## config.mk

```make
export PLATFORM = sky130hd
export DESIGN_NAME = ws_fragment_reassembly_checker_core
export DESIGN_NICKNAME = d
export VERILOG_FILES = /design/src/design/wsfr_pkg.sv /design/src/design/ws_fragment_reassembly_checker_core.sv /design/src/design/wsfr_engine.sv
export SDC_FILE = /design/constraint.sdc
export NUM_CORES = 1
export LEC_CHECK = 0
export BUFFER_PORTS_ARGS = -buffer_cell sky130_fd_sc_hd__buf_2
export CAP_MARGIN = 15
export CORE_MARGIN = 3
export CORE_UTILIZATION = 25
export DETAILED_ROUTE_END_ITERATION = 6
export PLACE_DENSITY = 0.43
export SYNTH_ARGS = -nofsm -noshare
export SYNTH_HDL_FRONTEND = slang
export SYNTH_SLANG_ARGS = --single-unit
```

## constraint.sdc

```tcl
create_clock -name clk -period 5.5 [get_ports clk]
set_input_delay 0 -clock clk [delete_from_list [all_inputs] [get_ports clk]]
set_output_delay 0 -clock clk [all_outputs]
set_load 0.02 [all_outputs]
```

## src/design/wsfr_pkg.sv

```systemverilog
// Types, codes and constants shared by the fragment reassembly checker.
package wsfr_pkg;

    localparam int unsigned LEN_W       = 17;
    localparam logic [LEN_W-1:0] MAX_PAYLOAD = LEN_W'(65536);

    localparam logic OP_DATA  = 1'b0;
    localparam logic OP_RESET = 1'b1;

    localparam logic [3:0] OPC_CONT   = 4'h0;
    localparam logic [3:0] OPC_TEXT   = 4'h1;
    localparam logic [3:0] OPC_BINARY = 4'h2;
    localparam logic [3:0] OPC_CLOSE  = 4'h8;
    localparam logic [3:0] OPC_PING   = 4'h9;
    localparam logic [3:0] OPC_PONG   = 4'hA;

    typedef enum logic [3:0] {
        ST_PARTIAL    = 4'd0,
        ST_COMPLETE   = 4'd1,
        ST_FULL_NOFIN = 4'd2,
        ST_EMPTY      = 4'd3,
        ST_CONTROL    = 4'd4,
        ST_BOUNDARY   = 4'd5,
        ST_OPCODE     = 4'd6,
        ST_FIRST_OP   = 4'd7,
        ST_NO_BUFFER  = 4'd8,
        ST_SEQUENCE   = 4'd9,
        ST_BINARY     = 4'd10,
        ST_EARLY_FIN  = 4'd11,
        ST_RESET      = 4'd12
    } status_t;

    typedef struct packed {
        logic             operation;
        logic [LEN_W-1:0] total_length;
        logic [LEN_W-1:0] chunk_offset;
        logic [LEN_W-1:0] chunk_length;
        logic [3:0]       frame_opcode;
        logic             final_flag;
        logic             buffer_free;
    } chunk_item_t;

    typedef struct packed {
        status_t          status;
        logic             write_enable;
        logic [LEN_W-1:0] write_offset;
        logic [LEN_W-1:0] write_length;
        logic             claim_buffer;
        logic             release_buffer;
        logic             message_done;
        logic [LEN_W-1:0] message_length;
    } chunk_result_t;

    typedef struct packed {
        logic [LEN_W-1:0] expected_length;
        logic [LEN_W-1:0] received_length;
        logic             assembling;
        logic             text_message;
        logic             holding_buffer;
    } asm_state_t;

endpackage

```

## src/design/ws_fragment_reassembly_checker_core.sv

```systemverilog
// Top level of the WebSocket fragment reassembly checker.
// Inputs are held in in_item_reg, results in out_res_reg on the master side.
// Throughput: one chunk descriptor per cycle while m_axis_tready stays high.
// A stalled result holds the result register; one more input transfer fills the
// input register, then s_axis_tready drops until m_axis_tready returns.
// Reset: rst_n clears the assembly state and both valid flags at once.
module ws_fragment_reassembly_checker_core
    import wsfr_pkg::*;
(
    input  logic        clk,
    input  logic        rst_n,
    input  logic        s_axis_tvalid,
    output logic        s_axis_tready,
    // total_length[16:0], chunk_offset[33:17], chunk_length[50:34],
    // frame_opcode[54:51], buffer_free[55]
    input  logic [55:0] s_axis_tdata,
    input  logic        s_axis_tlast,   // final_flag
    input  logic        s_axis_tuser,   // operation
    output logic        m_axis_tvalid,
    input  logic        m_axis_tready,
    // status[3:0], write_enable[4], write_offset[21:5], write_length[38:22],
    // claim_buffer[39], release_buffer[40], message_done[41],
    // message_length[58:42], zero[63:59]
    output logic [63:0] m_axis_tdata
);

    logic          in_valid_reg;
    logic          in_valid_next;
    chunk_item_t   in_item_reg;
    chunk_item_t   in_item_next;
    logic          out_valid_reg;
    logic          out_valid_next;
    chunk_result_t out_res_reg;
    chunk_result_t out_res_next;
    chunk_result_t eng_result;
    logic          advance;
    logic          in_take;

    assign advance       = in_valid_reg && (!out_valid_reg || m_axis_tready);
    assign s_axis_tready = !in_valid_reg || advance;
    assign in_take       = s_axis_tvalid && s_axis_tready;

    always_comb
    begin
        in_item_next.operation    = s_axis_tuser;
        in_item_next.total_length = s_axis_tdata[16:0];
        in_item_next.chunk_offset = s_axis_tdata[33:17];
        in_item_next.chunk_length = s_axis_tdata[50:34];
        in_item_next.frame_opcode = s_axis_tdata[54:51];
        in_item_next.buffer_free  = s_axis_tdata[55];
        in_item_next.final_flag   = s_axis_tlast;
        in_valid_next  = in_take || (in_valid_reg && !advance);
        out_valid_next = advance || (out_valid_reg && !m_axis_tready);
        out_res_next   = eng_result;
    end

    wsfr_engine u_engine (
        .clk     (clk),
        .rst_n   (rst_n),
        .advance (advance),
        .item    (in_item_reg),
        .result  (eng_result)
    );

    always_ff @(posedge clk or negedge rst_n)
    begin
        if (!rst_n)
        begin
            in_valid_reg  <= 1'b0;
            out_valid_reg <= 1'b0;
        end
        else
        begin
            in_valid_reg  <= in_valid_next;
            out_valid_reg <= out_valid_next;
        end
    end

    always_ff @(posedge clk)
    begin
        if (in_take)
        begin
            in_item_reg <= in_item_next;
        end
        if (advance)
        begin
            out_res_reg <= out_res_next;
        end
    end

    assign m_axis_tvalid = out_valid_reg;
    assign m_axis_tdata  = {5'b0,
                            out_res_reg.message_length,
                            out_res_reg.message_done,
                            out_res_reg.release_buffer,
                            out_res_reg.claim_buffer,
                            out_res_reg.write_length,
                            out_res_reg.write_offset,
                            out_res_reg.write_enable,
                            out_res_reg.status};

endmodule

```

## src/design/wsfr_engine.sv

```systemverilog
// Assembly state registers and the per-chunk check and update logic.
module wsfr_engine
    import wsfr_pkg::*;
(
    input  logic          clk,
    input  logic          rst_n,
    input  logic          advance,
    input  chunk_item_t   item,
    output chunk_result_t result
);

    asm_state_t state_reg;
    asm_state_t state_next;

    always_comb
    begin
        logic             go;
        logic [LEN_W-1:0] rcv;
        state_next = state_reg;
        result     = '0;
        result.status = ST_PARTIAL;
        go  = 1'b0;
        rcv = LEN_W'(item.chunk_offset + item.chunk_length);
        priority if (item.operation == OP_RESET)
        begin
            result.release_buffer = state_next.holding_buffer;
            state_next = '0;
            result.status = ST_RESET;
        end
        else if (item.chunk_length == '0 || item.total_length == '0)
        begin
            result.status = ST_EMPTY;
        end
        else if (item.total_length > MAX_PAYLOAD
                 || item.chunk_offset > item.total_length
                 || item.chunk_length > LEN_W'(item.total_length - item.chunk_offset))
        begin
            result.release_buffer = state_next.holding_buffer;
            state_next = '0;
            result.status = ST_BOUNDARY;
        end
        else if (item.frame_opcode == OPC_CLOSE || item.frame_opcode == OPC_PING
                 || item.frame_opcode == OPC_PONG)
        begin
            result.status = ST_CONTROL;
        end
        else if (item.frame_opcode > OPC_BINARY)
        begin
            result.release_buffer = state_next.holding_buffer;
            state_next = '0;
            result.status = ST_OPCODE;
        end
        else
        begin
            go = 1'b1;
            if (item.chunk_offset == '0)
            begin
                result.release_buffer = state_next.holding_buffer;
                state_next = '0;
                priority if (item.frame_opcode == OPC_CONT)
                begin
                    result.status = ST_FIRST_OP;
                    go = 1'b0;
                end
                else if (!item.buffer_free)
                begin
                    result.status = ST_NO_BUFFER;
                    go = 1'b0;
                end
                else
                begin
                    result.claim_buffer        = 1'b1;
                    state_next.holding_buffer  = 1'b1;
                    state_next.expected_length = item.total_length;
                    state_next.received_length = '0;
                    state_next.assembling      = 1'b1;
                    state_next.text_message    = (item.frame_opcode == OPC_TEXT);
                end
            end
            else if (!state_reg.assembling
                     || state_reg.expected_length != item.total_length
                     || item.chunk_offset != state_reg.received_length
                     || item.frame_opcode != OPC_CONT)
            begin
                result.release_buffer = state_next.holding_buffer;
                state_next = '0;
                result.status = ST_SEQUENCE;
                go = 1'b0;
            end
            if (go && !state_next.text_message)
            begin
                result.release_buffer = result.release_buffer | state_next.holding_buffer;
                state_next = '0;
                result.status = ST_BINARY;
                go = 1'b0;
            end
            if (go)
            begin
                result.write_enable = 1'b1;
                result.write_offset = item.chunk_offset;
                result.write_length = item.chunk_length;
                state_next.received_length = rcv;
                priority if (item.final_flag && rcv != state_next.expected_length)
                begin
                    result.release_buffer = result.release_buffer
                                            | state_next.holding_buffer;
                    state_next = '0;
                    result.status = ST_EARLY_FIN;
                end
                else if (!item.final_flag && rcv == state_next.expected_length)
                begin
                    result.status = ST_FULL_NOFIN;
                end
                else if (rcv != state_next.expected_length)
                begin
                    result.status = ST_PARTIAL;
                end
                else
                begin
                    result.message_done   = 1'b1;
                    result.message_length = state_next.expected_length;
                    state_next = '0;
                    result.status = ST_COMPLETE;
                end
            end
        end
    end

    always_ff @(posedge clk or negedge rst_n)
    begin
        if (!rst_n)
        begin
            state_reg <= '0;
        end
        else if (advance)
        begin
            state_reg <= state_next;
        end
    end

endmodule

```

==> impl_metrics.prom, run 1 <==
# TYPE chip_impl_metric gauge
chip_impl_info{name="outcome",value="finished, final reports clean"} 1
chip_impl_metric{name="clock.fmax",unit="MHz"} 184
chip_impl_metric{name="synth-edff-count",unit=""} 117
chip_impl_metric{name="power.clock.fraction",unit="%"} 36.1
chip_impl_metric{name="fp.coreArea",unit="µm²"} 35800
chip_impl_metric{name="ys_warn_count",unit=""} 0
chip_impl_info{name="crit_chain",value="ha_1, a21o_1, a32o_1, or3_1, and2_1, a221o_1, a211o_1, nor4b_2, nand4b_1, or3b_4, ha_2, or4b_1, or4_1, or4b_4, buf_12, nor3_2"} 1
chip_impl_metric{name="synth_seq_cells",unit=""} 156
chip_impl_metric{name="sequentialPowerShare",unit="%"} 40.7
chip_impl_metric{name="clock_tree.htree_level_count",unit=""} 4
chip_impl_metric{name="die_y",unit="µm"} 197
chip_impl_metric{name="worst-endpoint-arrival",unit="ns"} 5.75
chip_impl_info{name="unrepaired_setup_endpoints_after_global_routing",value="true"} 1
chip_impl_metric{name="syn-mean-instance-area",unit="µm²"} 11.2
chip_impl_metric{name="multi_input_gate_area",unit="µm²"} 4580
chip_impl_metric{name="gr-usage-all-layers",unit="%"} 17.4
chip_impl_metric{name="synth-seq-area-share",unit="%"} 49.1
chip_impl_metric{name="place.gp.congestion",unit=""} 0.921
chip_impl_metric{name="die_width",unit="µm"} 197
chip_impl_metric{name="fill_cell_total_of_the_finished_layout",unit=""} 3579
chip_impl_metric{name="timing.final.crit_period",unit="ns"} 5.45
chip_impl_metric{name="final_core_utilization",unit="%"} 36.1
chip_impl_info{name="synth.most_common_cell",value="sky130_fd_sc_hd__edfxtp_1"} 1
chip_impl_metric{name="layout_worst_path_cycle_share",unit="%"} 99.1
chip_impl_metric{name="area_grow_syn2layout",unit="%"} 41.3
chip_impl_info{name="synth.area.top_cells",value="sky130_fd_sc_hd__edfxtp_1 (38%), sky130_fd_sc_hd__dfrtp_1 (11%), sky130_fd_sc_hd__ha_1 (7.1%), sky130_fd_sc_hd__xnor2_1 (4.9%), sky130_fd_sc_hd__and2_1 (2.9%)"} 1
chip_impl_metric{name="grt_antenna_before_repair",unit=""} 1
chip_impl_metric{name="max-cap-violations",unit=""} 0
chip_impl_metric{name="num_io_pins",unit=""} 128
chip_impl_metric{name="numClockSinks",unit=""} 156
chip_impl_metric{name="clk_pin_slew",unit="ns"} 0.07
chip_impl_metric{name="worst_slew_margin_rel",unit="%"} 41.9
chip_impl_info{name="ctsRootBufferMaster",value="sky130_fd_sc_hd__clkbuf_16"} 1
chip_impl_info{name="tritoncts",value="yes"} 1
chip_impl_metric{name="finalNetCount",unit=""} 1275
chip_impl_metric{name="number_of_cells_produced_by_synthesis",unit=""} 817
chip_impl_metric{name="swShare",unit="%"} 29.5
chip_impl_metric{name="initialDrtViolationCount",unit=""} 496
chip_impl_metric{name="cts_max_path_buffers",unit=""} 2
chip_impl_metric{name="place_area",unit="µm²"} 11400
chip_impl_metric{name="ys_async_sr_fraction",unit="%"} 25.0
chip_impl_metric{name="drtAntennaViolNets",unit=""} 0
chip_impl_metric{name="max_slew.worst_pin.slew",unit="ns"} 0.872
chip_impl_metric{name="starting_utilization_of_the_core_area",unit="%"} 25.5
chip_impl_metric{name="peakVddDrop",unit="µV"} 220
chip_impl_metric{name="power.switching",unit="mW"} 1.01
chip_impl_metric{name="power.static_leakage",unit="nW"} 5.37
chip_impl_metric{name="row_count",unit=""} 69
chip_impl_metric{name="clk_lat_worst_skew",unit="ns"} 0.46
chip_impl_metric{name="post_route_design_area",unit="µm²"} 12900
chip_impl_metric{name="path_max_fanout",unit=""} 8
chip_impl_info{name="crit_path_start_kind",value="flip-flop"} 1
chip_impl_metric{name="preCtsSetupSlack",unit="ns"} -0.257
chip_impl_metric{name="cpPeakStageDelay",unit="ns"} 0.57
chip_impl_metric{name="ff_latch_area",unit="µm²"} 4490
chip_impl_metric{name="synth.lib_cells_used.distinct",unit=""} 86
chip_impl_metric{name="hold-worst-slack",unit="ns"} 0.112
chip_impl_metric{name="power.share.combinational",unit="%"} 23.1
chip_impl_info{name="cpMaxStageDelayCell",value="sky130_fd_sc_hd__or4b_4"} 1
chip_impl_metric{name="largest_register_ffs",unit=""} 59
chip_impl_metric{name="worst_slack",unit="ns"} 0.0510
chip_impl_metric{name="internal_power_component",unit="mW"} 2.41
chip_impl_metric{name="layout-drive-gt1-share",unit="%"} 32.3
chip_impl_metric{name="timing_max_transition_violations_final",unit=""} 0
chip_impl_metric{name="finClkSkew",unit="ns"} 0.0156
chip_impl_metric{name="power.total",unit="mW"} 3.41
chip_impl_info{name="worst-setup-path-type",value="flip-flop to flip-flop"} 1
chip_impl_metric{name="grt_overflow_total",unit=""} 0
chip_impl_metric{name="worst_ep_required_time",unit="ns"} 5.80
chip_impl_metric{name="die-area",unit="µm²"} 38900
chip_impl_metric{name="routed-via-count",unit=""} 7838
chip_impl_metric{name="tritoncts.num_buffers",unit=""} 17
chip_impl_info{name="yosys.area.top_type",value="sky130_fd_sc_hd__edfxtp_1"} 1
chip_impl_info{name="worst_hold_path_type",value="input port to async pin"} 1
chip_impl_metric{name="avgViaCountPerCell",unit=""} 4.80
chip_impl_metric{name="total_detailed_routing_wirelength",unit="µm"} 33500
chip_impl_metric{name="hpwlAfterDp",unit="µm"} 25700
chip_impl_metric{name="route.detailed.wl_per_inst",unit="µm"} 20.5
chip_impl_info{name="synth.top_cells.by_count",value="sky130_fd_sc_hd__edfxtp_1 (117), sky130_fd_sc_hd__ha_1 (52), sky130_fd_sc_hd__xnor2_1 (51), sky130_fd_sc_hd__nand2_1 (47)"} 1
chip_impl_metric{name="grt_first_pass_wirelength",unit="µm"} 49900
chip_impl_metric{name="drt_first_pass_iters",unit=""} 5
chip_impl_metric{name="grt_max_degree",unit=""} 61
chip_impl_metric{name="power_density_over_the_cells",unit="nW/µm²"} 264
chip_impl_metric{name="port_buffers",unit=""} 122
chip_impl_metric{name="finalSetupViolations",unit=""} 0
chip_impl_metric{name="drc_errors",unit=""} 0
chip_impl_metric{name="first_global_vias",unit=""} 7859
chip_impl_info{name="synthFlopType",value="sky130_fd_sc_hd__edfxtp_1"} 1
chip_impl_metric{name="hold_viol",unit=""} 0
chip_impl_metric{name="yosysTopAreaCellShare",unit="%"} 38.4
chip_impl_metric{name="antenna-diode-count",unit=""} 0
chip_impl_metric{name="netlist_area",unit="µm²"} 9140
chip_impl_info{name="setup.worst_path.end_class",value="flip-flop"} 1
-- placed cells by master, fill, tap and decap left out, types with 9 or more instances in the layout --
cell,count
sky130_fd_sc_hd__ha_1,49
sky130_fd_sc_hd__nor2_1,35
sky130_fd_sc_hd__a21o_1,17
sky130_fd_sc_hd__buf_2,122
sky130_fd_sc_hd__mux2i_1,9
sky130_fd_sc_hd__nand4_1,24
sky130_fd_sc_hd__nand3_1,19
sky130_fd_sc_hd__nand2_1,47
sky130_fd_sc_hd__clkbuf_16,21
sky130_fd_sc_hd__dfrtp_1,39
sky130_fd_sc_hd__a22o_1,23
sky130_fd_sc_hd__nor4_1,11
sky130_fd_sc_hd__nand2b_1,11
sky130_fd_sc_hd__edfxtp_1,117
sky130_fd_sc_hd__nor3_1,15
sky130_fd_sc_hd__buf_4,153
sky130_fd_sc_hd__nor2_4,9
sky130_fd_sc_hd__o21ai_0,33
sky130_fd_sc_hd__a21oi_1,26
sky130_fd_sc_hd__dlygate4sd3_1,62
sky130_fd_sc_hd__inv_1,43
sky130_fd_sc_hd__xnor2_1,48
sky130_fd_sc_hd__and2_1,41
-- power groups by stage --
stage | clock network [mW] | logic, mW | registers, mW
6_report | 1.23 | 0.789 | 1.39
5_1_grt | 1.32 | 0.867 | 1.40
4_1_cts | 1.27 | 0.754 | 1.39
3_5_place_dp | 0 | 0.703 | 1.42
3_3_place_gp | 0 | 0.705 | 1.42
2_1_floorplan | 0 | 0.369 | 1.44
-- per-layer routing --
metal | vias up | wire (µm) | track usage (%)
li1 | 3760 | - | -
met1 | 3842 | 16100 | 24.6
met2 | 207 | 15500 | 27.5
met3 | 29 | 1490 | 3.00
met4 | 0 | 452 | 4.80
met5 | - | 0 | 0
-- worst max-delay path: cells and delay by family, from the launching register on --
kind            cells  cell delay, ns
compound gates      4            1.08
fa+ha+maj           2            0.50
buf+inv             1            0.18
flops               1            0.46
simple gates        9            3.07
-- final cells by class --
cell class / instances / share of cell area (%)
Clock buffer: 27 / 4.40
Sequential cell: 156 / 34.8
Clock inverter: 5 / 0.300
Timing Repair Buffer: 342 / 19.3
Tap cell: 461 / 4.46
Inverter: 45 / 1.31
Multi-Input combinational cell: 597 / 35.5
-- cells by family after synthesis --
logic type	share of synthesized area (%)
AND/OR/NAND/NOR	17.7
AO/OA/AOI/OAI	14.7
flip-flops	49.1
buffers and inverters	3.38
XOR/XNOR	6.18
adder cells (fa/ha/maj)	7.55
multiplexers	1.26
other	0.0410
-- stage by stage --
stage | setup TNS [ns] | cells
floorplan | 0 | 821
global placement | -0.777 | 1530
detailed placement | -3.09 | 1530
CTS | 0 | 1626
global route | -0.535 | 1633
finish | 0 | 1633
-- worst paths after layout --
kind / startpoint / to / depth (start not counted) / slack, ns
max: in_item_reg[24] / m_axis_tdata[43] / 16 / 0.05
min: rst_n / u_engine.state_reg[32] / 2 / 0.11
max reg2reg: in_item_reg[24] / m_axis_tdata[43] / 16 / 0.05
min reg2reg: in_valid_reg / m_axis_tvalid / 1 / 0.50
max in group asynchronous: rst_n / u_engine.state_reg[26] / 3 / 4.85
min in group clk: s_axis_tdata[2] / in_item_reg[42] / 2 / 0.25
-- repair_timing --
item / in CTS / in global routing
setup endpoints to repair: 18 / 47
buffers inserted: 1 / 6
hold buffers: 62 / 0
pin swaps: 11 / 15
resized for setup: 17 / 29
hold endpoints to repair: 99 / 0
cloned: 1 / 0
Note: power is estimated with default switching activity, not from simulation.
==> run 2: changes to the inputs <==
- CTS_BUF_LIST: unset -> sky130_fd_sc_hd__clkbuf_8 sky130_fd_sc_hd__clkbuf_16
==> run 2 against run 1 <==
  * Sequential power barely moved
  * Worst setup slack better by 0.017 ns
  * Count of clock-buffer cells in the layout decreased by 4
  * Power decreased by 0.21%
  * First-iteration DRC count up 13%
  * Critical path type unchanged
  * Largest power group unchanged
  * Highest routed layer unchanged
==> impl_metrics.prom, run 2 (same netlist as run 1, synthesis figures left out) <==
# TYPE chip_impl_metric gauge
chip_impl_metric{name="clk_pin_slew",unit="ns"} 0.07
chip_impl_metric{name="hpwlAfterDp",unit="µm"} 25700
chip_impl_metric{name="worst-endpoint-arrival",unit="ns"} 5.73
chip_impl_metric{name="drt_first_pass_iters",unit=""} 5
chip_impl_info{name="outcome",value="finished, final reports clean"} 1
chip_impl_metric{name="layout_worst_path_cycle_share",unit="%"} 98.8
chip_impl_metric{name="avgViaCountPerCell",unit=""} 4.81
chip_impl_metric{name="post-place-cells",unit=""} 1530
chip_impl_metric{name="routed-via-count",unit=""} 7848
chip_impl_metric{name="worst_slew_margin_rel",unit="%"} 41.9
chip_impl_metric{name="place.gp.congestion",unit=""} 0.921
chip_impl_metric{name="finalSetupViolations",unit=""} 0
chip_impl_metric{name="clk_lat_worst_skew",unit="ns"} 0.46
chip_impl_info{name="crit_path_start_kind",value="flip-flop"} 1
chip_impl_metric{name="grt_overflow_total",unit=""} 0
chip_impl_metric{name="power.total",unit="mW"} 3.41
chip_impl_metric{name="max-cap-violations",unit=""} 0
chip_impl_metric{name="final.setup.tns",unit="ns"} 0
chip_impl_metric{name="hold-worst-slack",unit="ns"} 0.113
chip_impl_metric{name="internal_power_component",unit="mW"} 2.40
chip_impl_metric{name="largest_register_ffs",unit=""} 59
chip_impl_metric{name="finalNonFillerCells",unit=""} 1633
chip_impl_metric{name="timing.final.crit_period",unit="ns"} 5.43
chip_impl_metric{name="clock_tree.htree_level_count",unit=""} 4
chip_impl_info{name="ctsRootBufferMaster",value="sky130_fd_sc_hd__clkbuf_16"} 1
chip_impl_metric{name="die_y",unit="µm"} 197
chip_impl_info{name="cp-startpoint",value="in_item_reg[24]"} 1
chip_impl_info{name="commonest_non_fill_non_tap_cell_in_the_layout",value="sky130_fd_sc_hd__buf_4"} 1
chip_impl_metric{name="antenna-diode-count",unit=""} 0
chip_impl_metric{name="clock.fmax",unit="MHz"} 184
chip_impl_info{name="unrepaired_setup_endpoints_after_global_routing",value="true"} 1
chip_impl_metric{name="initialDrtViolationCount",unit=""} 560
chip_impl_metric{name="post_route_design_area",unit="µm²"} 12900
chip_impl_metric{name="grt_first_pass_wirelength",unit="µm"} 49900
chip_impl_metric{name="total_detailed_routing_wirelength",unit="µm"} 33600
chip_impl_metric{name="starting_utilization_of_the_core_area",unit="%"} 25.5
chip_impl_metric{name="finalNetCount",unit=""} 1275
chip_impl_metric{name="sequentialPowerShare",unit="%"} 40.8
chip_impl_info{name="tritoncts",value="yes"} 1
chip_impl_metric{name="power_density_over_the_cells",unit="nW/µm²"} 264
chip_impl_metric{name="row_count",unit=""} 69
chip_impl_info{name="final_cell_mix",value="sky130_fd_sc_hd__buf_4 (153), sky130_fd_sc_hd__buf_2 (122), sky130_fd_sc_hd__edfxtp_1 (117)"} 1
chip_impl_metric{name="grt_antenna_before_repair",unit=""} 1
chip_impl_info{name="worst-setup-path-type",value="flip-flop to flip-flop"} 1
chip_impl_metric{name="route.detailed.wl_per_inst",unit="µm"} 20.6
chip_impl_metric{name="gr-usage-all-layers",unit="%"} 17.4
chip_impl_metric{name="power.static_leakage",unit="nW"} 5.38
chip_impl_metric{name="swShare",unit="%"} 29.6
chip_impl_metric{name="tritoncts.num_buffers",unit=""} 17
chip_impl_metric{name="power.clock.fraction",unit="%"} 36.0
chip_impl_metric{name="area_grow_syn2layout",unit="%"} 41.3
chip_impl_metric{name="peakVddDrop",unit="µV"} 220
chip_impl_metric{name="path_max_fanout",unit=""} 8
chip_impl_info{name="setup.worst_path.end_class",value="flip-flop"} 1
chip_impl_metric{name="power.switching",unit="mW"} 1.01
chip_impl_info{name="critical_path.reg2reg.startpoint",value="in_item_reg[24]"} 1
chip_impl_metric{name="num_io_pins",unit=""} 128
chip_impl_metric{name="numClockSinks",unit=""} 156
chip_impl_metric{name="fp.coreArea",unit="µm²"} 35800
chip_impl_metric{name="layout-drive-gt1-share",unit="%"} 32.3
chip_impl_metric{name="grt_max_degree",unit=""} 61
chip_impl_metric{name="worst_ep_required_time",unit="ns"} 5.80
chip_impl_metric{name="die_width",unit="µm"} 197
chip_impl_metric{name="die-area",unit="µm²"} 38900
chip_impl_metric{name="first_global_vias",unit=""} 7859
chip_impl_metric{name="finClkSkew",unit="ns"} 0.0141
chip_impl_metric{name="drc_errors",unit=""} 0
chip_impl_metric{name="timing_max_transition_violations_final",unit=""} 0
chip_impl_metric{name="drtAntennaViolNets",unit=""} 0
chip_impl_metric{name="cts_max_path_buffers",unit=""} 2
chip_impl_metric{name="port_buffers",unit=""} 122
chip_impl_metric{name="max_slew.worst_pin.slew",unit="ns"} 0.872
chip_impl_metric{name="power.share.combinational",unit="%"} 23.2
chip_impl_info{name="worst_hold_path_type",value="input port to async pin"} 1
chip_impl_metric{name="place_area",unit="µm²"} 11400
chip_impl_metric{name="hold_viol",unit=""} 0
-- run 2: cell count changes in the layout (fill, tap and decap cells not counted), sizes merged --
cell and change:
clkbuf -4, inv +4
-- run 2: what timing repair did --
action,4_1_cts,5_1_grt
hold endpoints to repair,99,0
resized for setup,17,29
buffers inserted,1,6
hold buffers,62,0
endpoints found under the setup margin,18,47
gates cloned,1,0
pin swaps,11,15
-- run 2: final timing paths --
path	to	slack, ns	cells past startpoint
max	m_axis_tdata[43]	0.07	16
min	u_engine.state_reg[28]	0.11	2
max reg2reg	m_axis_tdata[43]	0.07	16
min reg2reg	m_axis_tvalid	0.50	1
max in group asynchronous	u_engine.state_reg[26]	4.85	3
min in group clk	in_item_reg[42]	0.25	2
-- run 2: area by class of cell --
type | count | area (µm²)
clock inverter | 9 | 53.8
multi-input combinational | 597 | 4580
fill | 3579 | 22900
tap | 461 | 577
sequential | 156 | 4490
inverter | 45 | 169
timing repair buffer | 342 | 2490
clock buffer | 23 | 553
-- run 2: power groups by stage --
stage	clock (mW)	sequential, mW	combinational [mW]
final	1.23	1.39	0.789
after global routing	1.31	1.40	0.867
after CTS	1.26	1.39	0.754
after detailed placement	0	1.42	0.703
after global placement	0	1.42	0.705
after floorplan	0	1.44	0.369
-- run 2: stage by stage --
stage	setup WS, ns	util, %
2_1_floorplan	0.113	-
3_3_place_gp	-0.112	31.7
3_5_place_dp	-0.257	31.7
4_1_cts	0.00640	35.5
5_1_grt	-0.0836	36.1
6_report	0.0677	36.1
-- run 2: per-layer routing --
metal / vias to the layer above / GRT usage (%) / share of wire, %
met5: - / 0 / 0
met4: 0 / 4.80 / 1.3
met3: 28 / 3.00 / 4.2
met2: 196 / 27.5 / 46
met1: 3862 / 24.6 / 48
li1: 3762 / - / -
-- run 2: worst max-delay path, cell delays in order, from the launching register on --
cell and delay, ns:
sky130_fd_sc_hd__edfxtp_1 0.46, sky130_fd_sc_hd__ha_1 0.32, sky130_fd_sc_hd__a21o_1 0.22, sky130_fd_sc_hd__a32o_1 0.26
sky130_fd_sc_hd__or3_1 0.33, sky130_fd_sc_hd__and2_1 0.19, sky130_fd_sc_hd__a221o_1 0.32, sky130_fd_sc_hd__a211o_1 0.28
sky130_fd_sc_hd__nor4b_2 0.34, sky130_fd_sc_hd__nand4b_1 0.18, sky130_fd_sc_hd__or3b_4 0.40, sky130_fd_sc_hd__ha_2 0.18
sky130_fd_sc_hd__or4b_1 0.50, sky130_fd_sc_hd__or4_1 0.40, sky130_fd_sc_hd__or4b_4 0.57, sky130_fd_sc_hd__buf_12 0.18
sky130_fd_sc_hd__nor3_2 0.14
==> run 3: changes to the inputs <==
- PLACE_DENSITY: 0.43 -> 0.41
- clock period: 5.5 -> 6.8 ns (I/O delays scaled with it)
==> run 3 against run 2 <==
  * Cell count fell by 7.8%
  * Highest routed layer unchanged
  * Die area did not move
  * Sequential share of layout area rose by 3.9 points
  * Core utilization fell by 3.7 points
  * Count of clock-buffer cells in the layout fell by 5
==> impl_metrics.prom, run 3 (same netlist as run 1, synthesis figures left out) <==
# TYPE chip_impl_metric gauge
chip_impl_metric{name="hold_viol",unit=""} 0
chip_impl_metric{name="hpwlAfterDp",unit="µm"} 24200
chip_impl_metric{name="clk_lat_worst_skew",unit="ns"} 0.44
chip_impl_info{name="setup.worst_path.end_class",value="flip-flop"} 1
chip_impl_metric{name="initialDrtViolationCount",unit=""} 461
chip_impl_metric{name="total_detailed_routing_wirelength",unit="µm"} 32000
chip_impl_metric{name="preCtsSetupSlack",unit="ns"} 0.427
chip_impl_info{name="commonest_non_fill_non_tap_cell_in_the_layout",value="sky130_fd_sc_hd__buf_2"} 1
chip_impl_metric{name="route.detailed.wl_per_inst",unit="µm"} 21.3
chip_impl_metric{name="area_grow_syn2layout",unit="%"} 26.9
chip_impl_metric{name="first_global_vias",unit=""} 7372
chip_impl_metric{name="timing_max_transition_violations_final",unit=""} 0
chip_impl_metric{name="place_area",unit="µm²"} 10400
chip_impl_metric{name="power.share.combinational",unit="%"} 20.4
chip_impl_metric{name="internal_power_component",unit="mW"} 1.80
chip_impl_metric{name="finalNetCount",unit=""} 1147
chip_impl_info{name="ctsRootBufferMaster",value="sky130_fd_sc_hd__clkbuf_16"} 1
chip_impl_metric{name="grt_max_degree",unit=""} 61
chip_impl_metric{name="timing.final.crit_period",unit="ns"} 6.47
chip_impl_metric{name="rrSetupSlack",unit="ns"} 0.33
chip_impl_metric{name="grt_first_pass_wirelength",unit="µm"} 47300
chip_impl_metric{name="drc_errors",unit=""} 0
chip_impl_metric{name="max_slew.worst_pin.slew",unit="ns"} 1.00
chip_impl_metric{name="peakVddDrop",unit="µV"} 188
chip_impl_metric{name="cts_max_path_buffers",unit=""} 2
chip_impl_metric{name="max-cap-violations",unit=""} 0
chip_impl_metric{name="drtAntennaViolNets",unit=""} 0
chip_impl_metric{name="die_width",unit="µm"} 197
chip_impl_metric{name="power.static_leakage",unit="nW"} 4.66
chip_impl_metric{name="die_y",unit="µm"} 197
chip_impl_metric{name="worst_slew_margin_rel",unit="%"} 32.3
chip_impl_metric{name="clock.fmax",unit="MHz"} 155
chip_impl_metric{name="worst_ep_required_time",unit="ns"} 7.11
chip_impl_metric{name="final.setup.tns",unit="ns"} 0
chip_impl_info{name="crit_path_start_kind",value="flip-flop"} 1
chip_impl_info{name="final_cell_mix",value="sky130_fd_sc_hd__buf_2 (122), sky130_fd_sc_hd__edfxtp_1 (117), sky130_fd_sc_hd__dlygate4sd3_1 (62)"} 1
chip_impl_metric{name="grt_overflow_total",unit=""} 0
chip_impl_metric{name="power.clock.fraction",unit="%"} 35.5
chip_impl_metric{name="antenna-diode-count",unit=""} 0
chip_impl_metric{name="finClkSkew",unit="ns"} 0.00971
chip_impl_metric{name="layout-drive-gt1-share",unit="%"} 20.8
chip_impl_metric{name="sequentialPowerShare",unit="%"} 44.1
chip_impl_metric{name="power.total",unit="mW"} 2.57
chip_impl_metric{name="worst_slack",unit="ns"} 0.328
chip_impl_metric{name="place.gp.congestion",unit=""} 0.883
chip_impl_metric{name="avgViaCountPerCell",unit=""} 4.91
chip_impl_metric{name="post_route_design_area",unit="µm²"} 11600
chip_impl_metric{name="tritoncts.num_buffers",unit=""} 17
chip_impl_metric{name="postCtsSetupBuffers",unit=""} 0
chip_impl_metric{name="gr-usage-all-layers",unit="%"} 16.5
chip_impl_metric{name="grt_antenna_before_repair",unit=""} 0
chip_impl_metric{name="power.switching",unit="µW"} 770
chip_impl_metric{name="clock_tree.htree_level_count",unit=""} 4
chip_impl_info{name="worst-setup-path-type",value="flip-flop to flip-flop"} 1
chip_impl_metric{name="numClockSinks",unit=""} 156
chip_impl_metric{name="starting_utilization_of_the_core_area",unit="%"} 25.5
chip_impl_metric{name="row_count",unit=""} 69
chip_impl_metric{name="swShare",unit="%"} 30.0
chip_impl_metric{name="drt_first_pass_iters",unit=""} 5
chip_impl_metric{name="layout_worst_path_cycle_share",unit="%"} 95.2
chip_impl_info{name="tritoncts",value="yes"} 1
chip_impl_info{name="unrepaired_setup_endpoints_after_global_routing",value="false"} 1
chip_impl_metric{name="path_max_fanout",unit=""} 14
chip_impl_metric{name="num_io_pins",unit=""} 128
chip_impl_info{name="worst_hold_path_type",value="input port to async pin"} 1
chip_impl_metric{name="routed-via-count",unit=""} 7385
chip_impl_metric{name="finalSetupViolations",unit=""} 0
chip_impl_metric{name="port_buffers",unit=""} 122
chip_impl_metric{name="die-area",unit="µm²"} 38900
chip_impl_metric{name="power_density_over_the_cells",unit="nW/µm²"} 221
chip_impl_metric{name="clk_pin_slew",unit="ns"} 0.07
chip_impl_metric{name="worst-endpoint-arrival",unit="ns"} 6.78
chip_impl_metric{name="fp.coreArea",unit="µm²"} 35800
chip_impl_info{name="outcome",value="finished, final reports clean"} 1
chip_impl_metric{name="largest_register_ffs",unit=""} 59
==> run 3: cell count changes in the layout (fill, tap and decap cells not counted), sizes merged <==
cell	delta
buf	-128
clkbuf	-5
clkinv	+3
clkinvlp	+2
bufinv	+1
inv	-1
==> run 3: final cells by class <==
type	instances	area [µm²]
clock buffer	18	439
tap	461	577
fill	3651	24200
timing repair buffer	214	1460
inverter	45	169
multi-input combinational	597	4370
clock inverter	14	106
sequential	156	4490
==> run 3: power by group through the flow <==
| stage | clock [mW] | combinational, mW | sequential, mW |
|---|---|---|---|
| 6_report | 0.914 | 0.524 | 1.13 |
| 5_1_grt | 0.984 | 0.579 | 1.14 |
| 4_1_cts | 0.949 | 0.528 | 1.13 |
| 3_5_place_dp | 0 | 0.496 | 1.15 |
| 3_3_place_gp | 0 | 0.499 | 1.15 |
| 2_1_floorplan | 0 | 0.299 | 1.16 |
==> run 3: final timing paths <==
check | endpoint | startpoint | cells past startpoint
worst max-delay path | m_axis_tdata[56] | in_item_reg[23] | 17
worst min-delay path | u_engine.state_reg[7] | rst_n | 3
worst max register to register | m_axis_tdata[56] | in_item_reg[23] | 17
worst min register to register | m_axis_tvalid | in_valid_reg | 1
max in group asynchronous | u_engine.state_reg[28] | rst_n | 3
min in group clk | in_item_reg[35] | s_axis_tdata[29] | 2
==> run 3: repair_timing <==
item	4_1_cts	5_1_grt
gates resized for setup	0	0
hold endpoints to repair	99	0
hold buffers	62	0
==> run 3: routing by layer <==
metal  routed length [µm]  GRT usage (%)  vias to the layer above
met5                    0              0                        -
met4                  648           5.17                        0
met3                 1660           3.45                       27
met2                14500           25.7                      227
met1                15300           23.0                     3636
li1                     -              -                     3495
==> run 3: stage by stage <==
stage	utilization (%)	instances	hold WS, ns
after floorplan	-	821	-0.296
after global placement	29.1	1411	0.150
after detailed placement	29.1	1411	0.140
after CTS	32.4	1505	0.197
after global routing	32.4	1505	0.230
final	32.4	1505	0.190
==> run 3: worst max-delay path, cell delays in order, from the launching register on <==
cell and delay (ns):
sky130_fd_sc_hd__edfxtp_1 0.55, sky130_fd_sc_hd__ha_1 0.29, sky130_fd_sc_hd__fa_1 0.44, sky130_fd_sc_hd__a21o_1 0.21, sky130_fd_sc_hd__a221oi_1 0.42, sky130_fd_sc_hd__xnor2_1 0.22, sky130_fd_sc_hd__and3_1 0.19, sky130_fd_sc_hd__a2111oi_1 0.29
sky130_fd_sc_hd__nand4_1 0.19, sky130_fd_sc_hd__nor4b_1 0.40, sky130_fd_sc_hd__nand4b_1 0.25, sky130_fd_sc_hd__or3b_2 0.51, sky130_fd_sc_hd__ha_1 0.24, sky130_fd_sc_hd__or4b_1 0.50, sky130_fd_sc_hd__or4_1 0.39, sky130_fd_sc_hd__or4b_1 0.85
sky130_fd_sc_hd__buf_4 0.32, sky130_fd_sc_hd__nor2_4 0.07
